## src/cc20_pkg.sv

```systemverilog
package cc20_pkg;

  // Cipher geometry.
  localparam int DoubleRounds = 10;
  localparam int BlockBytes   = 64;
  localparam int RoundW       = $clog2(DoubleRounds);
  localparam int OffW         = $clog2(BlockBytes);

  // Depth of the queue between the front and the back.
  localparam int QueueDepth = 4;
  localparam int QPtrW      = $clog2(QueueDepth);

  // Fixed words that open the cipher state.
  localparam logic [31:0] Sigma0 = 32'h61707865;
  localparam logic [31:0] Sigma1 = 32'h3320646e;
  localparam logic [31:0] Sigma2 = 32'h79622d32;
  localparam logic [31:0] Sigma3 = 32'h6b206574;

  // Configuration register indexes.
  typedef enum logic [2:0] {
    CfgKey01   = 3'd0,
    CfgKey23   = 3'd1,
    CfgKey45   = 3'd2,
    CfgKey67   = 3'd3,
    CfgNonce01 = 3'd4,
    CfgNonce2  = 3'd5,
    CfgCounter = 3'd6
  } cfg_idx_e;

  // One input item as it travels through the queue.
  typedef struct packed {
    logic [7:0] data;
    logic       first;
  } cc20_item_t;

  // Request for one keystream block.
  typedef struct packed {
    logic [7:0][31:0] key;
    logic [2:0][31:0] nonce;
    logic [31:0]      counter;
  } cc20_blk_req_t;

  // Rotation of one quarter-round sub-step: 16, 12, 8, then 7 bits left.
  function automatic logic [31:0] qr_rot(logic [31:0] v, logic [1:0] sub);
    logic [31:0] r;
    case (sub)
      2'd0:    r = {v[15:0], v[31:16]};
      2'd1:    r = {v[19:0], v[31:20]};
      2'd2:    r = {v[23:0], v[31:24]};
      default: r = {v[24:0], v[31:25]};
    endcase
    return r;
  endfunction

endpackage

```

## src/cc20_queue.sv

```systemverilog
module cc20_queue import cc20_pkg::*; (
  input  logic       clk_i,
  input  logic       rst_ni,
  input  logic       push_i,
  input  cc20_item_t item_i,
  output logic       full_o,
  output logic       valid_o,
  output cc20_item_t item_o,
  input  logic       pop_i
);

  cc20_item_t             mem_q [QueueDepth];
  logic [QPtrW-1:0]       wr_ptr_q, wr_ptr_d;
  logic [QPtrW-1:0]       rd_ptr_q, rd_ptr_d;
  logic [QPtrW:0]         count_q, count_d;
  logic                   do_push;
  logic                   do_pop;

  // Push and pop qualifiers; a push into a full queue is dropped.
  assign do_push = push_i & ~full_o;
  assign do_pop  = pop_i & valid_o;

  assign full_o  = (count_q == (QPtrW + 1)'(QueueDepth));
  assign valid_o = (count_q != '0);
  assign item_o  = mem_q[rd_ptr_q];

  // Pointer and fill count updates.
  always_comb begin
    wr_ptr_d = do_push ? wr_ptr_q + 1'b1 : wr_ptr_q;
    rd_ptr_d = do_pop  ? rd_ptr_q + 1'b1 : rd_ptr_q;
    count_d  = count_q;
    if (do_push && !do_pop) begin
      count_d = count_q + 1'b1;
    end else if (!do_push && do_pop) begin
      count_d = count_q - 1'b1;
    end
  end

  always_ff @(posedge clk_i or negedge rst_ni) begin
    if (!rst_ni) begin
      wr_ptr_q <= '0;
      rd_ptr_q <= '0;
      count_q  <= '0;
    end else begin
      wr_ptr_q <= wr_ptr_d;
      rd_ptr_q <= rd_ptr_d;
      count_q  <= count_d;
    end
  end

  // Storage of queued items.
  always_ff @(posedge clk_i) begin
    if (do_push) begin
      mem_q[wr_ptr_q] <= item_i;
    end
  end

endmodule

```

## src/cc20_core.sv

```systemverilog
module cc20_core import cc20_pkg::*; (
  input  logic             clk_i,
  input  logic             rst_ni,
  input  logic             start_i,
  input  cc20_blk_req_t    req_i,
  output logic             done_o,
  output logic [15:0][31:0] ks_o
);

  typedef enum logic [1:0] {
    CIdle,
    CRun,
    CDone
  } core_state_e;

  core_state_e       state_q;
  logic [RoundW-1:0] round_q;
  logic [2:0]        step_q;
  logic [15:0][31:0] w_q;
  logic [15:0][31:0] init_q;
  logic [15:0][31:0] init_d;
  logic [15:0][31:0] w_step;

  logic              diag;
  logic [1:0]        sub;
  logic [1:0]        lane;
  logic [3:0]        ia, ib, ic, id;
  logic [3:0]        ix, iy, iz;
  logic [31:0]       sum;

  // Initial cipher state from the constants, key, counter and nonce.
  always_comb begin
    init_d[0]  = Sigma0;
    init_d[1]  = Sigma1;
    init_d[2]  = Sigma2;
    init_d[3]  = Sigma3;
    for (int k = 0; k < 8; k++) begin
      init_d[4 + k] = req_i.key[k];
    end
    init_d[12] = req_i.counter;
    init_d[13] = req_i.nonce[0];
    init_d[14] = req_i.nonce[1];
    init_d[15] = req_i.nonce[2];
  end

  // One sub-step of four quarter-rounds side by side. The upper step bit
  // picks column or diagonal order, the lower two bits the sub-step.
  always_comb begin
    w_step = w_q;
    diag   = step_q[2];
    sub    = step_q[1:0];
    lane   = '0;
    ia     = '0;
    ib     = '0;
    ic     = '0;
    id     = '0;
    ix     = '0;
    iy     = '0;
    iz     = '0;
    sum    = '0;
    for (int j = 0; j < 4; j++) begin
      lane = 2'(j);
      ia   = {2'b00, lane};
      ib   = {2'b01, lane + {1'b0, diag}};
      ic   = {2'b10, lane + {diag, 1'b0}};
      id   = {2'b11, lane + {diag, diag}};
      if (!sub[0]) begin
        ix = ia;
        iy = ib;
        iz = id;
      end else begin
        ix = ic;
        iy = id;
        iz = ib;
      end
      sum        = w_q[ix] + w_q[iy];
      w_step[ix] = sum;
      w_step[iz] = qr_rot(w_q[iz] ^ sum, sub);
    end
  end

  // Sequencer over double rounds and sub-steps.
  always_ff @(posedge clk_i or negedge rst_ni) begin
    if (!rst_ni) begin
      state_q <= CIdle;
      round_q <= '0;
      step_q  <= '0;
    end else begin
      unique case (state_q)
        CIdle: begin
          if (start_i) begin
            round_q <= '0;
            step_q  <= '0;
            state_q <= CRun;
          end
        end
        CRun: begin
          step_q <= step_q + 1'b1;
          if (step_q == 3'd7) begin
            if (round_q == RoundW'(DoubleRounds - 1)) begin
              state_q <= CDone;
            end else begin
              round_q <= round_q + 1'b1;
            end
          end
        end
        CDone: begin
          state_q <= CIdle;
        end
        default: begin
          state_q <= CIdle;
        end
      endcase
    end
  end

  // Working state and saved input state.
  always_ff @(posedge clk_i) begin
    if (state_q == CIdle && start_i) begin
      w_q    <= init_d;
      init_q <= init_d;
    end else if (state_q == CRun) begin
      w_q <= w_step;
    end
  end

  // Final add of the input state gives the keystream block.
  always_comb begin
    for (int k = 0; k < 16; k++) begin
      ks_o[k] = w_q[k] + init_q[k];
    end
  end

  assign done_o = (state_q == CDone);

endmodule

```

## src/cc20_back.sv

```systemverilog
module cc20_back import cc20_pkg::*; (
  input  logic              clk_i,
  input  logic              rst_ni,
  input  logic              head_valid_i,
  input  cc20_item_t        head_i,
  output logic              pop_o,
  input  logic [7:0][31:0]  key_i,
  input  logic [2:0][31:0]  nonce_i,
  input  logic [31:0]       init_counter_i,
  output logic              blk_start_o,
  output cc20_blk_req_t     blk_req_o,
  input  logic              blk_done_i,
  input  logic [15:0][31:0] blk_ks_i,
  output logic              out_valid_o,
  output logic [7:0]        out_byte_o,
  input  logic              out_stall_i
);

  typedef enum logic {
    BIdle,
    BGen
  } back_state_e;

  back_state_e       state_q;
  logic [31:0]       counter_q;
  logic [OffW-1:0]   offset_q;
  logic              ks_valid_q;
  logic              first_taken_q;
  logic              out_valid_q;
  logic [7:0]        out_byte_q;
  logic [15:0][31:0] ks_q;

  logic              restart;
  logic [31:0]       eff_ctr;
  logic [OffW-1:0]   eff_off;
  logic              eff_valid;
  logic              out_free;
  logic              pop;
  logic              start;
  logic [OffW-1:0]   next_off;
  logic              wrap;
  logic [31:0]       ks_word;
  logic [7:0]        ks_byte;

  // A first flag not yet acted on reloads the counter and drops the block.
  assign restart   = head_valid_i & head_i.first & ~first_taken_q;
  assign eff_ctr   = restart ? init_counter_i : counter_q;
  assign eff_off   = restart ? '0 : offset_q;
  assign eff_valid = ~restart & ks_valid_q;

  // The output register frees up when it is empty or being taken.
  assign out_free = ~out_valid_q | ~out_stall_i;
  assign pop      = (state_q == BIdle) & head_valid_i & eff_valid & out_free;
  assign start    = (state_q == BIdle) & head_valid_i & ~eff_valid;

  assign next_off = eff_off + 1'b1;
  assign wrap     = (next_off == '0);

  // Keystream byte at the current offset.
  assign ks_word = ks_q[eff_off[OffW-1:2]];
  assign ks_byte = ks_word[{eff_off[1:0], 3'b000} +: 8];

  assign blk_start_o       = start;
  assign blk_req_o.key     = key_i;
  assign blk_req_o.nonce   = nonce_i;
  assign blk_req_o.counter = eff_ctr;

  assign pop_o       = pop;
  assign out_valid_o = out_valid_q;
  assign out_byte_o  = out_byte_q;

  // Control: stream position, block status and output valid.
  always_ff @(posedge clk_i or negedge rst_ni) begin
    if (!rst_ni) begin
      state_q       <= BIdle;
      counter_q     <= '0;
      offset_q      <= '0;
      ks_valid_q    <= 1'b0;
      first_taken_q <= 1'b0;
      out_valid_q   <= 1'b0;
    end else begin
      if (pop) begin
        out_valid_q <= 1'b1;
      end else if (!out_stall_i) begin
        out_valid_q <= 1'b0;
      end
      unique case (state_q)
        BIdle: begin
          if (pop) begin
            counter_q     <= wrap ? eff_ctr + 1'b1 : eff_ctr;
            offset_q      <= next_off;
            first_taken_q <= 1'b0;
            if (wrap) begin
              ks_valid_q <= 1'b0;
            end
          end else if (start) begin
            counter_q     <= eff_ctr;
            offset_q      <= eff_off;
            first_taken_q <= first_taken_q | restart;
            state_q       <= BGen;
          end
        end
        BGen: begin
          if (blk_done_i) begin
            ks_valid_q <= 1'b1;
            state_q    <= BIdle;
          end
        end
        default: begin
          state_q <= BIdle;
        end
      endcase
    end
  end

  // Keystream block and output byte.
  always_ff @(posedge clk_i) begin
    if (state_q == BGen && blk_done_i) begin
      ks_q <= blk_ks_i;
    end
    if (pop) begin
      out_byte_q <= head_i.data ^ ks_byte;
    end
  end

  // A byte only leaves the queue against a held block.
  a_pop_needs_block: assert property (@(posedge clk_i) disable iff (!rst_ni)
    pop |-> ks_valid_q)
    else $error("byte consumed without a keystream block");

  // The round core only finishes while a block is awaited.
  a_done_in_gen: assert property (@(posedge clk_i) disable iff (!rst_ni)
    blk_done_i |-> (state_q == BGen))
    else $error("block finished while none was requested");

  // The last byte of a block retires it.
  a_wrap_drops_block: assert property (@(posedge clk_i) disable iff (!rst_ni)
    (pop && wrap) |=> !ks_valid_q)
    else $error("block kept after its last byte");

  // A block request moves the back into generation.
  a_start_to_gen: assert property (@(posedge clk_i) disable iff (!rst_ni)
    start |=> (state_q == BGen))
    else $error("block request not followed by generation");

endmodule

```

## src/chacha20_stream_cipher.sv

```systemverilog
// ChaCha20 byte stream cipher with a 256-bit key, 32-bit block counter and
// 96-bit nonce taken from seven configuration registers.
// Input channel: data_byte_i and first_i with in_valid_i / in_stall_o. A
// transaction with first_i set reloads the block counter from the
// initial_counter register and restarts the keystream at byte 0.
// Output channel: out_byte_o with out_valid_o / out_stall_i; each input
// transaction gives exactly one output transaction, in order.
// Configuration: write cfg_wdata_i to register cfg_index_i while cfg_we_i is
// high; write only while the block is idle. Key and nonce changes apply from
// the next keystream block that is generated.
// Flow: a four-entry queue takes input transactions while the back end
// works. A keystream block is made on demand by an iterative round core
// that does one sub-step of four quarter-rounds per cycle over the ten
// double rounds; the first byte of each block leaves once its block is
// made, and the other 63 bytes follow one per cycle while the receiver
// does not stall.
// Reset clears the registers, the counter and the byte offset; the stream
// then starts at counter 0, offset 0. When the receiver stalls, the output
// byte holds, the back end waits, and the queue fills until in_stall_o rises.
module chacha20_stream_cipher import cc20_pkg::*; (
  input  logic        clk_i,
  input  logic        rst_ni,
  input  logic        in_valid_i,
  output logic        in_stall_o,
  input  logic [7:0]  data_byte_i,
  input  logic        first_i,
  output logic        out_valid_o,
  input  logic        out_stall_i,
  output logic [7:0]  out_byte_o,
  input  logic        cfg_we_i,
  input  logic [2:0]  cfg_index_i,
  input  logic [63:0] cfg_wdata_i
);

  logic [63:0]      key01_q;
  logic [63:0]      key23_q;
  logic [63:0]      key45_q;
  logic [63:0]      key67_q;
  logic [63:0]      nonce01_q;
  logic [31:0]      nonce2_q;
  logic [31:0]      init_counter_q;

  logic [7:0][31:0] key;
  logic [2:0][31:0] nonce;

  cc20_item_t       in_item;
  cc20_item_t       head;
  logic             head_valid;
  logic             pop;
  logic             queue_full;
  logic             blk_start;
  cc20_blk_req_t    blk_req;
  logic             blk_done;
  logic [15:0][31:0] blk_ks;

  // Configuration registers.
  always_ff @(posedge clk_i or negedge rst_ni) begin
    if (!rst_ni) begin
      key01_q        <= '0;
      key23_q        <= '0;
      key45_q        <= '0;
      key67_q        <= '0;
      nonce01_q      <= '0;
      nonce2_q       <= '0;
      init_counter_q <= '0;
    end else if (cfg_we_i) begin
      unique case (cfg_idx_e'(cfg_index_i))
        CfgKey01:   key01_q        <= cfg_wdata_i;
        CfgKey23:   key23_q        <= cfg_wdata_i;
        CfgKey45:   key45_q        <= cfg_wdata_i;
        CfgKey67:   key67_q        <= cfg_wdata_i;
        CfgNonce01: nonce01_q      <= cfg_wdata_i;
        CfgNonce2:  nonce2_q       <= cfg_wdata_i[31:0];
        CfgCounter: init_counter_q <= cfg_wdata_i[31:0];
        default: ;
      endcase
    end
  end

  // Key and nonce as little-endian words.
  assign key[0]   = key01_q[31:0];
  assign key[1]   = key01_q[63:32];
  assign key[2]   = key23_q[31:0];
  assign key[3]   = key23_q[63:32];
  assign key[4]   = key45_q[31:0];
  assign key[5]   = key45_q[63:32];
  assign key[6]   = key67_q[31:0];
  assign key[7]   = key67_q[63:32];
  assign nonce[0] = nonce01_q[31:0];
  assign nonce[1] = nonce01_q[63:32];
  assign nonce[2] = nonce2_q;

  // Front: accept input transactions into the queue.
  assign in_item.data  = data_byte_i;
  assign in_item.first = first_i;
  assign in_stall_o    = queue_full;

  cc20_queue u_queue (
    .clk_i   (clk_i),
    .rst_ni  (rst_ni),
    .push_i  (in_valid_i),
    .item_i  (in_item),
    .full_o  (queue_full),
    .valid_o (head_valid),
    .item_o  (head),
    .pop_i   (pop)
  );

  // Back: stream control and output register.
  cc20_back u_back (
    .clk_i          (clk_i),
    .rst_ni         (rst_ni),
    .head_valid_i   (head_valid),
    .head_i         (head),
    .pop_o          (pop),
    .key_i          (key),
    .nonce_i        (nonce),
    .init_counter_i (init_counter_q),
    .blk_start_o    (blk_start),
    .blk_req_o      (blk_req),
    .blk_done_i     (blk_done),
    .blk_ks_i       (blk_ks),
    .out_valid_o    (out_valid_o),
    .out_byte_o     (out_byte_o),
    .out_stall_i    (out_stall_i)
  );

  // Keystream block generator.
  cc20_core u_core (
    .clk_i   (clk_i),
    .rst_ni  (rst_ni),
    .start_i (blk_start),
    .req_i   (blk_req),
    .done_o  (blk_done),
    .ks_o    (blk_ks)
  );

endmodule
```

## config.mk

```make
export PLATFORM = sky130hd
export DESIGN_NAME = chacha20_stream_cipher
export DESIGN_NICKNAME = d
export VERILOG_FILES = /design/src/cc20_pkg.sv /design/src/cc20_queue.sv /design/src/cc20_core.sv /design/src/cc20_back.sv /design/src/chacha20_stream_cipher.sv
export SDC_FILE = /design/constraint.sdc
export NUM_CORES = 2
export LEC_CHECK = 0
export BUFFER_PORTS_ARGS = -buffer_cell sky130_fd_sc_hd__buf_2
export CORE_MARGIN = 1
export CORE_UTILIZATION = 50
export DETAILED_ROUTE_END_ITERATION = 16
export PLACE_DENSITY = 0.66
export RECOVER_POWER = 100
export SLEW_MARGIN = 25
export SYNTH_ARGS = -nofsm -noshare
export SYNTH_HDL_FRONTEND = slang
export SYNTH_HIERARCHICAL = 1
export SYNTH_SLANG_ARGS = --single-unit
```

## constraint.sdc

```tcl
create_clock -name clk_i -period 16 [get_ports clk_i]
set_clock_uncertainty 0.15 [all_clocks]
set_input_delay 4 -clock clk_i [delete_from_list [all_inputs] [get_ports clk_i]]
set_output_delay 4 -clock clk_i [all_outputs]
set_load 0.005 [all_outputs]
```

==> flow_metrics.env <==
export IMPL_crit_path_end="u_core/w_q[202]$_DFFE_PP_"
export IMPL_hold_viol=0
export IMPL_crit_arrival_ns=13.33
export IMPL_fp_dieH_um=485.8
export IMPL_yosysWarnings=6
export IMPL_cts_hold_fix_buffers=0
export IMPL_start_util_pct=50.32
export IMPL_hp_class="flop to flop"
export IMPL_netlist_top_cells_count="1324 x edfxtp_1, 870 x nand2_1, 709 x a21oi_1"
export IMPL_violations="max-capacitance violations, max-slew violations"
export IMPL_clk_path_buf_depth=3
export IMPL_dp_hpwl_um=464800
export IMPL_cts_sinks=1894
export IMPL_vias_per_cell=7.369
export IMPL_cts_root_buf="clkbuf_16"
export IMPL_synthTopCellsByArea="edfxtp_1 34%, dfrtp_1 9.5%, mux4_2 5.7%"
export IMPL_place_congestion=1.111
export IMPL_required_ns=16.49
export IMPL_htree_levels=4
export IMPL_grt_pass1_wl_um=786300
export IMPL_grt_setup_unrepaired="no"
export IMPL_dieWidth_um=485.8
export IMPL_path_max_fanout=63
export IMPL_synth_edf_count=1324
export IMPL_antenna_found_initial=73
export IMPL_post_cts_buffers=0
export IMPL_fin_crit_ns=12.84
export IMPL_synth_cell_types=131
export IMPL_maxSlewViolCount=2488
export IMPL_fp_row_count=177
export IMPL_num_vias=98210
export IMPL_synth_most_common_cell="edfxtp_1"
export IMPL_fin_nets=10680
export IMPL_yosysTopAreaCell="edfxtp_1"
export IMPL_ys_async_sr_fraction_pct=23.34
export IMPL_worstSetupStartpointType="flop"
export IMPL_clk_pin_slew_ns=0.06
export IMPL_dieArea_mm2=0.2360
export IMPL_fin_crit_sh_pct=80.26
export IMPL_ff2ff_setup_slack_ns=3.16
export IMPL_critPathKind="flop to flop"
export IMPL_synthCells=10400
export IMPL_wirelength_um=601200
export IMPL_r2r_start="u_core/step_q[0]$_DFFE_PN0P_"
export IMPL_setup_violations_final=0
export IMPL_port_buffers=90
export IMPL_first_pass_iters=9
export IMPL_cp_startpoint="u_core/step_q[0]$_DFFE_PN0P_"
export IMPL_num_io_pins=91
export IMPL_drc=0
export IMPL_reg2reg_to="u_core/w_q[202]$_DFFE_PP_"
export IMPL_r2r_cells=14
export IMPL_tightest_slew_ns=5.136
export IMPL_ys_seq_elements=1894
export IMPL_syn_to_final_growth_pct=7.121
export IMPL_cts_resized=0
export IMPL_coreArea_mm2=0.2325
export IMPL_wl_per_cell_um=45.11
export IMPL_outcome="complete, but fails checks"
export IMPL_track_usage_pct=49.72
export IMPL_ys_seq_area_share_pct=45.62
export IMPL_syn_area_per_cell_um2=11.26
export IMPL_synth_top_cell_area_share_pct=33.97
export IMPL_critPathCaptureType="flop"
export IMPL_ant_nets=0
export IMPL_drt_iter0_markers=17820
export IMPL_yosys_most_used_dff="edfxtp_1"
export IMPL_insertion_delay_ns=0.92
export IMPL_grt_pass1_vias=88490
export IMPL_fmax_mhz=77.88
export IMPL_overflow=0
export IMPL_grt_max_degree=164
export IMPL_tns_ns=0
export IMPL_cts_buffers_inserted=207
export IMPL_syn_nets=11010
export IMPL_syn_area_mm2=0.1170
export IMPL_maxCapViolCount=78
export IMPL_drive_gt1_share_pct=14.05
export IMPL_relSlewSlack_pct=-242.4
export IMPL_cts_tree="built"
## sequential cells by signal, indices dropped and copies added (netlist names), 6 cells and up
register           cells
init_counter_q        32
key67_q               64
key45_q               64
key23_q               64
u_back/offset_q        6
u_core/w_q           512
key01_q               64
nonce2_q              32
u_queue/mem_q         36
u_back/ks_q          512
u_core/init_q        384
u_back/counter_q      32
u_back/out_byte_o      8
nonce01_q             64
## worst min-delay path by stage
stage                     depth (start not counted)                              from                               end
after global routing                              0         nonce01_q[16]$_DFFE_PN0P_      u_core/init_q[432]$_DFFE_PP_
after CTS                                         0          nonce2_q[17]$_DFFE_PN0P_      u_core/init_q[497]$_DFFE_PP_
after floorplan                                   2  u_back/counter_q[31]$_DFFE_PN0P_  u_back/counter_q[31]$_DFFE_PN0P_
after global placement                            0           key01_q[10]$_DFFE_PN0P_      u_core/init_q[138]$_DFFE_PP_
after detailed placement                          0           key67_q[41]$_DFFE_PN0P_      u_core/init_q[361]$_DFFE_PP_
final                                             0         nonce01_q[16]$_DFFE_PN0P_      u_core/init_q[432]$_DFFE_PP_
## cell type report
cell class,instances,area (um2)
clock inverter,114,1528
antenna,34,85.08
sequential,1894,53390
timing repair buffer,349,2145
fill,19940,107200
multi-input combinational,7406,57810
inverter,206,783.3
clock buffer,281,5802
tap,3043,3807
## cell families (layout without fill, tap and decap cells)
family	Yosys count	count (layout)	synth area share [%]
xor gates and xnor gates	729	729	5.662
buffers and inverters	1096	950	5.024
AOI/OAI and AO/OA	2714	2714	15.80
and+or+nand+nor	2405	2405	9.669
adders and majority gates	531	531	5.787
other	0	34	0
DFF	1894	1894	45.62
muxes	1027	1027	12.44
## per-stage QoR
step,util (%),hold WS [ns],cell area [um2],cells,setup WS [ns]
finish,53.91,0.3006,125400,13330,3.159
global route,53.88,0.3230,125300,13300,3.573
CTS,54.17,0.2948,126000,13280,7.418
detailed placement,51.02,0.3025,118600,12880,7.356
global placement,50.96,0.2984,118500,12880,7.390
floorplan,-,0.2984,117000,10400,2.214
## cell usage in the layout, fill, tap and decap left out, types with 298 or more instances in the layout
cell,netlist,routed
o21ai_0,550,560
mux2_2,439,433
dfrtp_1,442,439
nand2_1,870,870
a21oi_1,709,708
mux4_2,298,298
xnor2_1,443,437
edfxtp_1,1324,1324
ha_1,514,511
nor2_1,605,596
## layer usage
metal | global-route usage, % | vias up | share of wire (%)
met2 | 65.61 | 8526 | 38
met4 | 26.09 | 40 | 6.5
met1 | 65.01 | 49620 | 37
li1 | - | 38430 | -
met3 | 26.12 | 1590 | 18
met5 | 0.9798 | - | 0.090
## worst max-delay path, stage by stage, from the launching register on
cell and delay [ns]:
dfrtp_1 1.70, buf_4 0.86, clkbuf_1 2.67, buf_4 0.93
mux4_2 0.49, ha_1 0.51, a21o_1 0.28, a21o_1 0.19
a21oi_1 0.29, o21ai_0 0.36, a211oi_1 1.50, xnor2_1 0.80
a222oi_1 0.70, o21ai_0 0.46, a221o_1 0.46
Power is not shown: default switching activity piles up to over one toggle a cycle in this logic, so the estimate is an artifact.
